### src/svc_pkg.sv
// package: state type, register indexes and constants of the slip valve controller
package svc_pkg;

   typedef enum logic [1:0] {
      ST_IDLE,
      ST_LOAD,
      ST_DIV,
      ST_EVAL
   } fsm_state_type;

   typedef enum logic [2:0] {
      CSR_RATIO_LEFT  = 3'd0,
      CSR_RATIO_RIGHT = 3'd1,
      CSR_RATIO_DIFF  = 3'd2,
      CSR_SLIP_ON     = 3'd3,
      CSR_SLIP_OFF    = 3'd4,
      CSR_SPEED_LIMIT = 3'd5,
      CSR_RELEASE_MS  = 3'd6,
      CSR_UNUSED      = 3'd7
   } csr_index_type;

   typedef enum logic [1:0] {
      CH_LEFT  = 2'd0,
      CH_RIGHT = 2'd1,
      CH_DIFF  = 2'd2,
      CH_SLIP  = 2'd3
   } div_channel_type;

   localparam logic [15:0] RATIO_RESET       = 16'd256;
   localparam logic [15:0] SLIP_ON_RESET     = 16'd819;
   localparam logic [15:0] SLIP_OFF_RESET    = 16'd410;
   localparam logic [15:0] SPEED_LIMIT_RESET = 16'd12800;
   localparam logic [15:0] RELEASE_MS_RESET  = 16'd1000;

   localparam logic [16:0] SLIP_ONE     = 17'd4096;
   localparam logic [15:0] SLIP_MAX     = 16'h7FFF;
   localparam logic [15:0] SLIP_SAT_Q   = 16'd36864;
   localparam logic [15:0] SPEED_MAX    = 16'hFFFF;
   localparam logic [3:0]  DIV_LAST     = 4'd15;

endpackage

### src/slip_valve_controller_core.sv
// top level: wheel-slip valve controller with a shared bit-serial divider
//
//  port group  direction  handshake            payload
//  req_*       in         req_valid/req_ready  freq_left, freq_right, freq_diff, now_ms
//  rsp_*       out        rsp_valid/rsp_ready  valve_on, slip_ratio, vehicle_speed
//  csr_*       in         csr_we               csr_index, csr_wdata
//
// one transaction runs four divisions one after the other on one restoring divider that
// makes one quotient bit per cycle (a load state, then the division state, for each);
// a zero frequency, an overflowing quotient or a zero vehicle speed skips its division.
// reset clears the control and valve state and sets the registers to their reset values.
// a waiting response holds the block in its last cycle only; req_ready is high in idle.
module slip_valve_controller_core
   import svc_pkg::*;
(
   input  logic        clock,
   input  logic        reset,
   input  logic        req_valid,
   output logic        req_ready,
   input  logic [15:0] req_freq_left,
   input  logic [15:0] req_freq_right,
   input  logic [15:0] req_freq_diff,
   input  logic [31:0] req_now_ms,
   output logic        rsp_valid,
   input  logic        rsp_ready,
   output logic        rsp_valve_on,
   output logic signed [15:0] rsp_slip_ratio,
   output logic [15:0] rsp_vehicle_speed,
   input  logic        csr_we,
   input  logic [2:0]  csr_index,
   input  logic [15:0] csr_wdata
);

   fsm_state_type   state_ff, state_in;
   div_channel_type ch_ff, ch_in;
   logic [3:0]      cnt_ff, cnt_in;

   logic [15:0] ratio_l_ff, ratio_r_ff, ratio_d_ff;
   logic signed [15:0] slip_on_ff, slip_off_ff;
   logic [15:0] speed_limit_ff, release_ms_ff;

   logic [15:0] freq_l_ff, freq_r_ff, freq_d_ff;
   logic [31:0] now_ff;
   logic [15:0] sl_ff, sl_in, sr_ff, sr_in, sd_ff, sd_in;

   logic [15:0] rem_ff, rem_in, dq_ff, dq_in, dvs_ff, dvs_in;
   logic [15:0] slip_ff, slip_in;
   logic        slip_ok_ff, slip_ok_in;

   logic        valve_ff, valve_in, request_ff, request_in;
   logic [31:0] start_ff, start_in;

   logic        rsp_valid_ff, rsp_valid_in;
   logic        rsp_valve_ff;
   logic [15:0] rsp_slip_ff, rsp_speed_ff;

   // control decoded from state
   logic        accept, push, ld_special, div_done, finish;
   logic [15:0] ld_freq, ld_ratio, ld_value, fin_value;
   logic [16:0] avg_sum;
   logic [15:0] avg;
   logic        diff_big;
   logic [16:0] rem_shift;
   logic        step_ge;
   logic [16:0] rem_sub;
   logic [16:0] slip_wide;
   logic        set_req, clr_req, act_mid;
   logic [31:0] start_mid, elapsed;

   assign avg_sum  = {1'b0, sl_ff} + {1'b0, sr_ff};
   assign avg      = avg_sum[16:1];
   assign diff_big = {4'b0000, sd_ff} >= {avg, 4'b0000};

   // one restoring step
   assign rem_shift = {rem_ff, dq_ff[15]};
   assign step_ge   = rem_shift >= {1'b0, dvs_ff};
   assign rem_sub   = rem_shift - {1'b0, dvs_ff};

   // next state
   always_comb begin
      state_in = state_ff;
      unique case (state_ff)
         ST_IDLE: if (req_valid) state_in = ST_LOAD;
         ST_LOAD: begin
            if (ld_special) state_in = (ch_ff == CH_SLIP) ? ST_EVAL : ST_LOAD;
            else state_in = ST_DIV;
         end
         ST_DIV: begin
            if (div_done) state_in = (ch_ff == CH_SLIP) ? ST_EVAL : ST_LOAD;
         end
         ST_EVAL: if (!rsp_valid_ff || rsp_ready) state_in = ST_IDLE;
         default: state_in = ST_IDLE;
      endcase
   end

   // outputs of the sequencer
   always_comb begin
      accept     = 1'b0;
      push       = 1'b0;
      div_done   = 1'b0;
      ld_freq    = freq_l_ff;
      ld_ratio   = ratio_l_ff;
      ld_special = 1'b0;
      ld_value   = '0;
      unique case (ch_ff)
         CH_LEFT:  begin ld_freq = freq_l_ff; ld_ratio = ratio_l_ff; end
         CH_RIGHT: begin ld_freq = freq_r_ff; ld_ratio = ratio_r_ff; end
         CH_DIFF:  begin ld_freq = freq_d_ff; ld_ratio = ratio_d_ff; end
         CH_SLIP:  begin ld_freq = freq_d_ff; ld_ratio = avg; end
         default:  begin ld_freq = freq_l_ff; ld_ratio = ratio_l_ff; end
      endcase
      unique case (state_ff)
         ST_IDLE: accept = req_valid;
         ST_LOAD: begin
            if (ch_ff == CH_SLIP) begin
               // zero speed is resolved straight in the slip registers
               ld_special = (avg == '0) || diff_big;
               ld_value   = SPEED_MAX;
            end else if (ld_freq == '0) begin
               ld_special = 1'b1;
               ld_value   = '0;
            end else if (ld_freq >= ld_ratio) begin
               ld_special = 1'b1;
               ld_value   = SPEED_MAX;
            end
         end
         ST_DIV:  div_done = (cnt_ff == DIV_LAST);
         ST_EVAL: push = !rsp_valid_ff || rsp_ready;
         default: accept = 1'b0;
      endcase
   end

   assign finish    = (state_ff == ST_LOAD && ld_special) || div_done;
   assign fin_value = div_done ? {dq_ff[14:0], step_ge} : ld_value;
   assign slip_wide = {1'b0, fin_value} - SLIP_ONE;

   // datapath next values
   always_comb begin
      ch_in      = ch_ff;
      cnt_in     = cnt_ff;
      rem_in     = rem_ff;
      dq_in      = dq_ff;
      dvs_in     = dvs_ff;
      sl_in      = sl_ff;
      sr_in      = sr_ff;
      sd_in      = sd_ff;
      slip_in    = slip_ff;
      slip_ok_in = slip_ok_ff;
      if (accept) ch_in = CH_LEFT;
      if (state_ff == ST_LOAD && !ld_special) begin
         cnt_in = '0;
         dvs_in = ld_ratio;
         if (ch_ff == CH_SLIP) begin
            // dividend is diff speed times 4096, top 12 bits preload the remainder
            rem_in = {4'b0000, sd_ff[15:4]};
            dq_in  = {sd_ff[3:0], 12'h000};
         end else begin
            rem_in = ld_freq;
            dq_in  = '0;
         end
      end
      if (state_ff == ST_DIV) begin
         cnt_in = cnt_ff + 4'd1;
         rem_in = step_ge ? rem_sub[15:0] : rem_shift[15:0];
         dq_in  = {dq_ff[14:0], step_ge};
      end
      if (finish) begin
         if (ch_ff != CH_SLIP) ch_in = div_channel_type'(ch_ff + 2'd1);
         unique case (ch_ff)
            CH_LEFT:  sl_in = fin_value;
            CH_RIGHT: sr_in = fin_value;
            CH_DIFF:  sd_in = fin_value;
            CH_SLIP: begin
               if (avg == '0) begin
                  slip_ok_in = (freq_d_ff != '0);
                  slip_in    = (freq_d_ff != '0) ? SLIP_MAX : '0;
               end else begin
                  slip_ok_in = 1'b1;
                  slip_in    = (fin_value >= SLIP_SAT_Q) ? SLIP_MAX : slip_wide[15:0];
               end
            end
            default:  sl_in = fin_value;
         endcase
      end
   end

   // request hysteresis and valve timer
   always_comb begin
      set_req = ($signed(slip_ff) > slip_on_ff) && (avg < speed_limit_ff);
      clr_req = $signed(slip_ff) < slip_off_ff;
      request_in = request_ff;
      if (slip_ok_ff) begin
         if (set_req) request_in = 1'b1;
         else if (clr_req) request_in = 1'b0;
      end
      act_mid   = valve_ff || request_in;
      start_mid = (!valve_ff && request_in) ? now_ff : start_ff;
      elapsed   = now_ff - start_mid;
      valve_in  = act_mid && !(elapsed > {16'h0000, release_ms_ff});
      start_in  = start_mid;
      rsp_valid_in = push ? 1'b1 : (rsp_valid_ff && !rsp_ready);
   end

   always_ff @(posedge clock) begin
      if (reset) begin
         state_ff       <= ST_IDLE;
         ch_ff          <= CH_LEFT;
         cnt_ff         <= '0;
         ratio_l_ff     <= RATIO_RESET;
         ratio_r_ff     <= RATIO_RESET;
         ratio_d_ff     <= RATIO_RESET;
         slip_on_ff     <= SLIP_ON_RESET;
         slip_off_ff    <= SLIP_OFF_RESET;
         speed_limit_ff <= SPEED_LIMIT_RESET;
         release_ms_ff  <= RELEASE_MS_RESET;
         valve_ff       <= 1'b0;
         request_ff     <= 1'b0;
         start_ff       <= '0;
         rsp_valid_ff   <= 1'b0;
      end else begin
         state_ff     <= state_in;
         ch_ff        <= ch_in;
         cnt_ff       <= cnt_in;
         rsp_valid_ff <= rsp_valid_in;
         if (push) begin
            valve_ff   <= valve_in;
            request_ff <= request_in;
            start_ff   <= start_in;
         end
         if (csr_we) begin
            unique case (csr_index_type'(csr_index))
               CSR_RATIO_LEFT:  ratio_l_ff     <= csr_wdata;
               CSR_RATIO_RIGHT: ratio_r_ff     <= csr_wdata;
               CSR_RATIO_DIFF:  ratio_d_ff     <= csr_wdata;
               CSR_SLIP_ON:     slip_on_ff     <= csr_wdata;
               CSR_SLIP_OFF:    slip_off_ff    <= csr_wdata;
               CSR_SPEED_LIMIT: speed_limit_ff <= csr_wdata;
               CSR_RELEASE_MS:  release_ms_ff  <= csr_wdata;
               CSR_UNUSED:      ;
               default:         ;
            endcase
         end
      end
   end

   // payload registers
   always_ff @(posedge clock) begin
      if (accept) begin
         freq_l_ff <= req_freq_left;
         freq_r_ff <= req_freq_right;
         freq_d_ff <= req_freq_diff;
         now_ff    <= req_now_ms;
      end
      rem_ff     <= rem_in;
      dq_ff      <= dq_in;
      dvs_ff     <= dvs_in;
      sl_ff      <= sl_in;
      sr_ff      <= sr_in;
      sd_ff      <= sd_in;
      slip_ff    <= slip_in;
      slip_ok_ff <= slip_ok_in;
      if (push) begin
         rsp_valve_ff <= valve_in;
         rsp_slip_ff  <= slip_ff;
         rsp_speed_ff <= avg;
      end
   end

   assign req_ready         = (state_ff == ST_IDLE);
   assign rsp_valid         = rsp_valid_ff;
   assign rsp_valve_on      = rsp_valve_ff;
   assign rsp_slip_ratio    = rsp_slip_ff;
   assign rsp_vehicle_speed = rsp_speed_ff;

endmodule

### config.mk
export PLATFORM = sky130hd
export DESIGN_NAME = slip_valve_controller_core
export DESIGN_NICKNAME = d
export VERILOG_FILES = /design/src/svc_pkg.sv /design/src/slip_valve_controller_core.sv
export SDC_FILE = /design/constraint.sdc
export NUM_CORES = 1
export LEC_CHECK = 0
export ABC_AREA = 0
export BUFFER_PORTS_ARGS = -buffer_cell sky130_fd_sc_hd__buf_2
export CAP_MARGIN = 10
export CORE_UTILIZATION = 65
export CTS_CLUSTER_SIZE = 40
export DETAILED_ROUTE_END_ITERATION = 12
export PLACE_DENSITY = 0.84
export SLEW_MARGIN = 20
export SYNTH_ARGS = -nofsm -noshare
export SYNTH_HDL_FRONTEND = slang
export SYNTH_SLANG_ARGS = --single-unit
### constraint.sdc
create_clock -name clock -period 13.6 [get_ports clock]
set_input_delay 1.36 -clock clock [delete_from_list [all_inputs] [get_ports clock]]
set_output_delay 1.36 -clock clock [all_outputs]
set_load 0.03 [all_outputs]
==> qor.csv, run 1 <==
metric,value,unit
ios,139,
yosys.area.top_type,edfxtp_1,
dr.first_iter.drc_count,1650,
grt_pass1_vias,15199,
finalCritPeriodShare,74.9,%
netlist_instances,2083,
crit_top_cell,ha_1,
viasPerCell,6.23,
wl_per_cell,20.2,um
io_buffers,138,
critPathMaxFanout,35,
p_leak,8.89,nW
finalMaxSlewViolations,0,
cts_hold_buf,0,
path_clk_slew,60,ps
p_per_area,168,nW/um^2
relSlewSlack,26.6,%
synth_nets,2347,
syn2layout_area_growth,11.8,%
end_kind,flip-flop,
period_needed,10180,ps
synth_edf_count,226,
grt_antenna_before_repair,0,
clock_latency,540,ps
setup_viol,0,
die_y,178,um
holdWs,454,ps
hpwl,37600,um
post_cts_buffers,0,
synth_area_leaders,"edfxtp_1 (34%), dfxtp_1 (15%), ha_1 (9.7%)",
antenna_cells,0,
grt_overflow,0,
worst_path_max_delay_cell,o41ai_1,
critPathRequiredTime,13950,ps
cts.sinks,381,
synth_ff_type,edfxtp_1,
ys_types,72,
path_buf_inv,2,
async_flop_share,0,%
path_delay_family,compound AO/OA/AOI/OAI gates,
fin_cells,2624,
finalSetupTns,0,ps
synth.avg_cell_area,9.68,um^2
die-area,31700,um^2
fillers,2141,
dp_cells,2550,
cts_resized,0,
critPathLaunchType,flip-flop,
slowest_delay,640,ps
hold_violations,0,
grt_setup_unrepaired,no,
cts_tree,done,
yosys_warnings,0,
rows,64,
grt_max_degree,82,
maxCapViolCount,0,
max_clock_freq,98.2,MHz
routed_wl,53100,um
hold_path_class,reg -> reg,
path_class,reg -> reg,
yosysSeqAreaShare,49.0,%
antenna_left,0,
clk_path_buf_depth,3,
reg.largest.list,"now_ff x32, start_ff x32",
routabilityCongestion,0.948,
clock-root-buffer,clkbuf_16,
grt_pass1_wl,80900,um
worstMarginPinSlew,1100,ps
grtUsageTotal,33.2,%
synth_top_area_share,33.7,%
clock_skew,20.1,ps
die_x,178,um
synth_common_cells,"nand2_1 (326), edfxtp_1 (226), a21oi_1 (207), ha_1 (157)",
drcViolationCount,0,
layout-drive-gt1-share,10.9,%
core-area,30600,um^2
worst_ep_arrival_time,10530,ps
syn_area,20200,um^2
status,"complete, no violations",
first_pass_iters,5,
numCtsBuffers,40,
ir_drop,0.119,mV
yosysMostFrequentCell,nand2_1,
initial_core_util,65.9,%
via_count,16351,
h-tree-depth,2,
synth-seq-cells,381,
finish.net_count,2460,
stage by stage:
| stage | cell area [um^2] | utilization [%] | setup WS [ps] | total power, mW |
|---|---|---|---|---|
| global route | 22500 | 73.7 | 2580 | 3.96 |
| finish | 22500 | 73.7 | 3420 | 3.78 |
| detailed placement | 21200 | 69.3 | 3710 | 2.65 |
| floorplan | 20200 | - | 4780 | 2.30 |
| CTS | 22500 | 73.7 | 3580 | 3.76 |
| global placement | 21200 | 69.3 | 4160 | 2.60 |
final cells by class:
cell class / count / area [um^2] / area share [%]
flip-flops and latches: 381 / 9890 / 43.9
multi-input cells: 1464 / 9420 / 41.8
clock buffers: 58 / 1150 / 5.10
repair buffers: 154 / 813 / 3.61
inverters: 155 / 583 / 2.59
well taps: 396 / 495 / 2.20
clock inverters: 16 / 195 / 0.866
per-layer routing:
metal | vias to the layer above | routed length [um] | part of all wire [%] | GRT usage [%]
met4 | 0 | 1860 | 3.5 | 12.2
met3 | 124 | 5290 | 10 | 6.33
li1 | 7665 | - | - | -
met5 | - | 0 | 0 | 0
met1 | 7742 | 21300 | 40 | 45.1
met2 | 820 | 24700 | 46 | 53.0
logic make-up (layout without fill, tap and decap cells):
family / after synthesis / in the layout / share of synthesized area, %
muxes: 50 / 50 / 2.51
AOI/OAI and AO/OA: 531 / 531 / 16.5
xor gates and xnor gates: 46 / 46 / 2.00
buffers and inverters: 238 / 383 / 4.44
DFF: 381 / 381 / 49.0
and+or+nand+nor: 675 / 675 / 15.4
adders and majority gates: 162 / 162 / 10.1
cells in the final DEF (no fill, tap or decap), types with 39 or more instances in the layout:
cell       Yosys  routed
a211oi_1      45      45
a21o_1        39      39
a21oi_1      207     207
buf_2          1     137
clkbuf_16      0      41
dfxtp_1      155     155
edfxtp_1     226     226
ha_1         157     157
inv_1        155     154
mux2i_1       46      46
nand2_1      326     325
nor2_1       128     123
o21ai_0       87      87
report_power, final:
| part | internal, mW | switching, mW | leakage, nW |
|---|---|---|---|
| clock | 0.652 | 0.462 | 0.647 |
| combinational | 0.436 | 0.777 | 4.87 |
| sequential | 1.40 | 0.0597 | 3.37 |
| total | 2.49 | 1.30 | 8.89 |
worst paths after layout:
path / endpoint / slack, ps / from / cells past startpoint
setup / recovery: rsp_valve_on / 3420 / sl_ff[1] / 39
hold / removal: slip_on_ff[13] / 450 / slip_on_ff[13] / 2
setup reg to reg: rsp_valve_on / 3420 / sl_ff[1] / 39
hold reg to reg: slip_on_ff[13] / 450 / slip_on_ff[13] / 2
worst register-to-register path, delay by kind of cell, from the launching register on:
family	cells	cell delay, ps
flops	1	430
buf+inv	2	570
simple gates	11	2060
mux	1	300
fa+ha+maj	5	1580
xor+xnor	1	170
compound gates	19	4900
Note: power is estimated with default switching activity, not from simulation.
==> run 2: changes to the inputs <==
Settings changed: ABC_AREA 0 to 1, CORE_UTILIZATION 65 to 55, PLACE_DENSITY 0.84 to 0.75.
Clock period 13.6 ns to 8.85 ns, I/O delays scaled along.
==> qor.csv, run 2 <==
metric,value,unit,change
viasPerCell,5.76,,was 6.23
startpoint,sr_ff[0],,was sl_ff[1]
yosys_warnings,0,,unchanged
numCtsBuffers,41,,was 40
cts_hold_buf,0,,unchanged
clock-root-buffer,clkbuf_16,,unchanged
reg2reg_depth,53,,was 39
ys_types,59,,was 72
hold_end,slip_off_ff[6],,was slip_on_ff[13]
final_cell_mix,"inv_1 (324), nand2_1 (320), nor2_1 (262), edfxtp_1 (226), o21ai_0 (216)",,"was nand2_1 (325), edfxtp_1 (226), a21oi_1 (207), ha_1 (157), dfxtp_1 (155)"
slowest_delay,540,ps,was 640 ps
fin_area,23100,um^2,"was 22,500 um^2"
rrSetupSlack,1040,ps,was 3420 ps
yosys.area.top_type,edfxtp_1,,unchanged
synth_nets,2583,,"was 2,347"
period_needed,7810,ps,"was 10,180 ps"
yosys.area_share.simple,16.3,%,was 15.4%
post_cts_buffers,0,,unchanged
via_count,16996,,"was 16,351"
maxCapViolCount,0,,unchanged
p_per_area,269,nW/um^2,was 168 nW/um^2
rows,70,,was 64
first_pass_iters,6,,was 5
path_class,reg -> reg,,unchanged
p_leak,10.1,nW,was 8.89 nW
hold_start,slip_off_ff[6],,was slip_on_ff[13]
worstMarginPinSlew,1020,ps,was 1100 ps
layout-drive-gt1-share,11.7,%,was 10.9%
synth_top_family_by_area,simple AND/OR/NAND/NOR gates,,was compound AO/OA/AOI/OAI gates
whs_path_depth,2,,unchanged
netlist_instances,2319,,"was 2,083"
antenna_left,0,,unchanged
io_buffers,138,,unchanged
timing.rr.start,sr_ff[0],,was sl_ff[1]
relSlewSlack,31.6,%,was 26.6%
grt_pass1_vias,15851,,"was 15,199"
synth_edf_count,226,,unchanged
layout_commonest_cell,inv_1,,was nand2_1
core-area,36700,um^2,"was 30,600 um^2"
fillers,3001,,"was 2,141"
clock_skew,26.6,ps,was 20.1 ps
dr.first_iter.drc_count,1702,,"was 1,650"
synth_ff_type,edfxtp_1,,unchanged
yosysMostFrequentCell,inv_1,,was nand2_1
die-area,38100,um^2,"was 31,700 um^2"
finalSetupTns,0,ps,unchanged
hold_path_class,reg -> reg,,unchanged
clk_path_buf_depth,3,,unchanged
synth.avg_cell_area,8.85,um^2,was 9.68 um^2
async_flop_share,0,%,unchanged
syn2layout_area_growth,12.6,%,was 11.8%
status,"complete, no violations",,unchanged
syn_area,20500,um^2,"was 20,200 um^2"
grtUsageTotal,28.7,%,was 33.2%
ir_drop,0.173,mV,was 0.119 mV
hold_violations,0,,unchanged
initial_core_util,55.9,%,was 65.9%
crit_top_cell,nand2_1,,was ha_1
cts_tree,done,,unchanged
h-tree-depth,2,,unchanged
critPathRequiredTime,9270,ps,"was 13,950 ps"
end_kind,flip-flop,,unchanged
synth_common_cells,"inv_1 (325), nand2_1 (320), nor2_1 (263), edfxtp_1 (226), o21ai_0 (216)",,"was nand2_1 (326), edfxtp_1 (226), a21oi_1 (207), ha_1 (157)"
finalMaxSlewViolations,0,,unchanged
grt_max_degree,76,,was 82
critPathMaxFanout,41,,was 35
grt_setup_unrepaired,no,,unchanged
routabilityCongestion,0.946,,was 0.948
wl_per_cell,18.6,um,was 20.2 um
worst_ep_arrival_time,8240,ps,"was 10,530 ps"
hpwl,40100,um,"was 37,600 um"
max_clock_freq,128,MHz,was 98.2 MHz
finalCritPeriodShare,88.3,%,was 74.9%
ios,139,,unchanged
die_y,195,um,was 178 um
synth-seq-cells,381,,unchanged
clock_latency,570,ps,was 540 ps
yosys.area_share.xor_xnor,1.70,%,was 2.00%
synth.area.mux_share,1.07,%,was 2.51%
cts.sinks,381,,unchanged
grt_antenna_before_repair,0,,unchanged
cts_resized,0,,unchanged
finish.net_count,2715,,"was 2,460"
worst_path_max_delay_cell,buf_4,,was o41ai_1
synth_fa_ha_area_share,9.86,%,was 10.1%
synth_top_area_share,33.1,%,was 33.7%
synth-compound-area-share,15.2,%,was 16.5%
drcViolationCount,0,,unchanged
yosysSeqAreaShare,48.2,%,was 49.0%
synth_area_leaders,"edfxtp_1 (33%), dfxtp_1 (15%), ha_1 (9.6%)",,"was edfxtp_1 (34%), dfxtp_1 (15%), ha_1 (9.7%)"
dpl-instance-area,21700,um^2,"was 21,200 um^2"
setup_viol,0,,unchanged
r2r_end,rsp_valve_on,,unchanged
path_clk_slew,60,ps,about the same
reg.largest.list,"now_ff x32, start_ff x32",,unchanged
grt_pass1_wl,85400,um,"was 80,900 um"
routed_wl,54900,um,"was 53,100 um"
critPathLaunchType,flip-flop,,unchanged
grt_overflow,0,,unchanged
die_x,195,um,was 178 um
## run 2: cell types whose count changed after synthesis, moves of 35 or more
cell | previous run | this run
a21o_1 | 39 | 3
a211oi_1 | 45 | 10
inv_1 | 155 | 325
nand3_1 | 29 | 66
o211ai_1 | 10 | 49
o21ai_0 | 87 | 216
nor2_1 | 128 | 263
## run 2: worst max path at each step
| stage | endpoint | slack (ps) | cells after the start |
|---|---|---|---|
| 3_5_place_dp | valve_ff | 1110 | 56 |
| 5_1_grt | rsp_valve_on | 350 | 53 |
| 2_1_floorplan | rsp_valve_on | 1650 | 57 |
| 4_1_cts | valve_ff | 1070 | 56 |
| 3_3_place_gp | valve_ff | 1380 | 54 |
| 6_report | rsp_valve_on | 1040 | 53 |
## run 2: routing by layer
layer	part of all wire [%]	up-vias	global-route usage [%]
li1	-	8199	-
met3	8.9	116	5.39
met2	44	687	45.2
met4	3.3	0	10.0
met1	44	7994	39.8
met5	0	-	0
## run 2: area by class of cell
type                    count  area [um^2]  share of cell area [%]
flip-flops and latches    381         9890                    42.8
multi-input cells        1531         9090                    39.4
inverters                 333         1250                    5.42
clock buffers              56         1240                    5.36
repair buffers            163          878                    3.80
well taps                 468          586                    2.53
clock inverters            19          163                   0.704
diodes                      1         2.50                  0.0108
## run 2: worst max-delay path: cells and delay by family (launching register included)
| kind | cells | cell delay, ps |
|---|---|---|
| XOR/XNOR | 1 | 160 |
| buffers and inverters | 7 | 970 |
| AO/OA/AOI/OAI | 9 | 1280 |
| multiplexers | 1 | 370 |
| flip-flops | 1 | 360 |
| AND/OR/NAND/NOR | 31 | 3170 |
| adder cells (fa/ha/maj) | 4 | 1320 |
## run 2: report_power, final
part           switching, mW  internal (mW)
Combinational           1.49          0.700
Clock                  0.727           1.04
Sequential            0.0773           2.18
Total                   2.29           3.93
## run 2: cells by family (layout without fill, tap and decap cells)
group | count (synthesis) | after routing
compound gates | 545 | 545
xor+xnor | 39 | 39
other cells | 0 | 1
buf+inv | 407 | 571
fa+ha+maj | 160 | 160
mux | 22 | 22
simple gates | 765 | 765
flops | 381 | 381
## run 2: per-stage QoR
stage          power [mW]  instances  hold WS [ps]  utilization (%)  worst slack (ps)
2_1_floorplan        3.77       2319           426                -              1650
6_report             6.22       2952           462             62.9              1040
4_1_cts              6.21       2951           463             62.9              1070
3_5_place_dp         4.43       2876           448             59.1              1110
5_1_grt              6.55       2951           473             62.9               351
3_3_place_gp         4.37       2876           441             59.1              1380
==> run 3: changes to the inputs <==
Settings changed: BUFFER_PORTS_ARGS -buffer_cell sky130_fd_sc_hd__buf_2 to -buffer_cell sky130_fd_sc_hd__buf_4.
==> qor.csv, run 3 (synthesized netlist as in run 2, its figures left out) <==
metric,value,unit,change
hpwl,40200,um,"was 40,100 um"
max_clock_freq,128,MHz,about the same
grt_max_degree,124,,was 76
grt_overflow,0,,unchanged
worst_path_max_delay_cell,buf_4,,unchanged
antenna_left,0,,unchanged
rows,70,,unchanged
first_pass_iters,5,,was 6
drcViolationCount,0,,unchanged
critPathRequiredTime,9280,ps,was 9270 ps
period_needed,7790,ps,was 7810 ps
path_class,reg -> reg,,unchanged
p_clk_share,27.2,%,was 28.5%
initial_core_util,55.9,%,unchanged
p_seq_share,36.9,%,was 36.4%
cts_resized,0,,unchanged
p_sw,2.30,mW,was 2.29 mW
use_met3,5.30,%,was 5.39%
routabilityCongestion,0.914,,was 0.946
finalSetupTns,0,ps,unchanged
top_usage_layer,met2,,unchanged
cts.sinks,381,,unchanged
grtUsageTotal,29.2,%,was 28.7%
die-area,38100,um^2,unchanged
syn2layout_area_growth,13.9,%,was 12.6%
finalMaxSlewViolations,0,,unchanged
wl_per_cell,18.7,um,was 18.6 um
post_cts_buffers,0,,unchanged
grt_setup_unrepaired,no,,unchanged
worstMarginPinSlew,949,ps,was 1020 ps
holdWs,462,ps,about the same
h-tree-depth,2,,unchanged
use_met2,45.3,%,was 45.2%
hold_violations,0,,unchanged
via_count,16907,,"was 16,996"
fillers,3052,,"was 3,001"
clock_latency,580,ps,was 570 ps
relSlewSlack,36.1,%,was 31.6%
path_clk_slew,60,ps,about the same
grt_pass1_vias,16054,,"was 15,851"
clock-root-buffer,clkbuf_16,,unchanged
setup_viol,0,,unchanged
die_x,195,um,unchanged
numCtsBuffers,41,,unchanged
end_kind,flip-flop,,unchanged
layout_commonest_cell,inv_1,,unchanged
clk_path_buf_depth,3,,unchanged
grt.met1_usage,40.7,%,was 39.8%
routed_wl,55200,um,"was 54,900 um"
crit_top_cell,nand2_1,,unchanged
ir_drop,0.173,mV,about the same
critPathMaxFanout,41,,unchanged
maxCapViolCount,0,,unchanged
grt_pass1_wl,86600,um,"was 85,400 um"
path_delay_family,simple AND/OR/NAND/NOR gates,,unchanged
viasPerCell,5.73,,was 5.76
clock_skew,26.6,ps,about the same
cts_hold_buf,0,,unchanged
finish.net_count,2716,,"was 2,715"
ios,139,,unchanged
layout-drive-gt1-share,11.4,%,was 11.7%
die_y,195,um,unchanged
critPathLaunchType,flip-flop,,unchanged
dr.first_iter.drc_count,1496,,"was 1,702"
slowest_delay,530,ps,was 540 ps
io_buffers,138,,unchanged
internal_power,3.85,mW,was 3.93 mW
p_sw_share,37.4,%,was 36.9%
p_leak,10.2,nW,was 10.1 nW
final_cell_mix,"inv_1 (324), nand2_1 (320), nor2_1 (262), edfxtp_1 (226), o21ai_0 (216)",,unchanged
power_frac_comb,35.9,%,was 35.2%
grt_antenna_before_repair,0,,unchanged
p_per_area,263,nW/um^2,was 269 nW/um^2
reg.largest.list,"now_ff x32, start_ff x32",,unchanged
path_buf_inv,6,,was 7
antenna_cells,0,,was 1
cts_tree,done,,unchanged
hold_path_class,reg -> reg,,unchanged
core-area,36700,um^2,unchanged
worst_ep_arrival_time,8220,ps,was 8240 ps
finalCritPeriodShare,88.0,%,was 88.3%
status,"complete, no violations",,unchanged
-- run 3: area by class of cell --
cell class / instances / area (um^2) / area share, %
Tap cell: 468 / 586 / 2.51
Multi-Input combinational cell: 1531 / 9090 / 38.9
Sequential cell: 381 / 9890 / 42.3
Timing Repair Buffer: 164 / 1250 / 5.37
Clock buffer: 55 / 1140 / 4.88
Clock inverter: 20 / 158 / 0.675
Inverter: 333 / 1250 / 5.35
-- run 3: power by group through the flow --
stage                     combinational, mW  sequential, mW  clock, mW
final                                  2.21            2.26       1.67
after CTS                              2.17            2.26       1.69
after floorplan                        1.48            2.29          0
after detailed placement               2.16            2.30          0
after global routing                   2.45            2.28       1.76
after global placement                 2.10            2.29          0
-- run 3: stage by stage --
step                std cells  setup WS, ps  area [um^2]  utilization, %  total power, mW
finish                   2952          1060        23400            63.7             6.14
detailed placement       2876          1110        22000            60.1             4.45
global route             2952           288        23400            63.7             6.49
floorplan                2319          1650        20500               -             3.77
CTS                      2951          1080        23300            63.6             6.13
global placement         2876          1410        22000            60.1             4.39
-- run 3: worst paths after layout --
kind | slack (ps) | from | cells past startpoint | end
hold / removal | 460 | slip_on_ff[11] | 2 | slip_on_ff[11]
hold reg to reg | 460 | slip_on_ff[11] | 2 | slip_on_ff[11]
setup reg to reg | 1060 | sl_ff[1] | 51 | rsp_valve_on
setup / recovery | 1060 | sl_ff[1] | 51 | rsp_valve_on
-- run 3: worst min-delay path, delay by kind of cell (launching register included) --
family | cells | cell delay, ps
AOI/OAI and AO/OA | 1 | 60
DFF | 1 | 290
buffers and inverters | 1 | 60
-- run 3: per-layer routing --
metal	wire [um]	share of wire (%)
met5	0	0
met4	1750	3.2
met3	4470	8.1
met2	24400	44
met1	24600	45
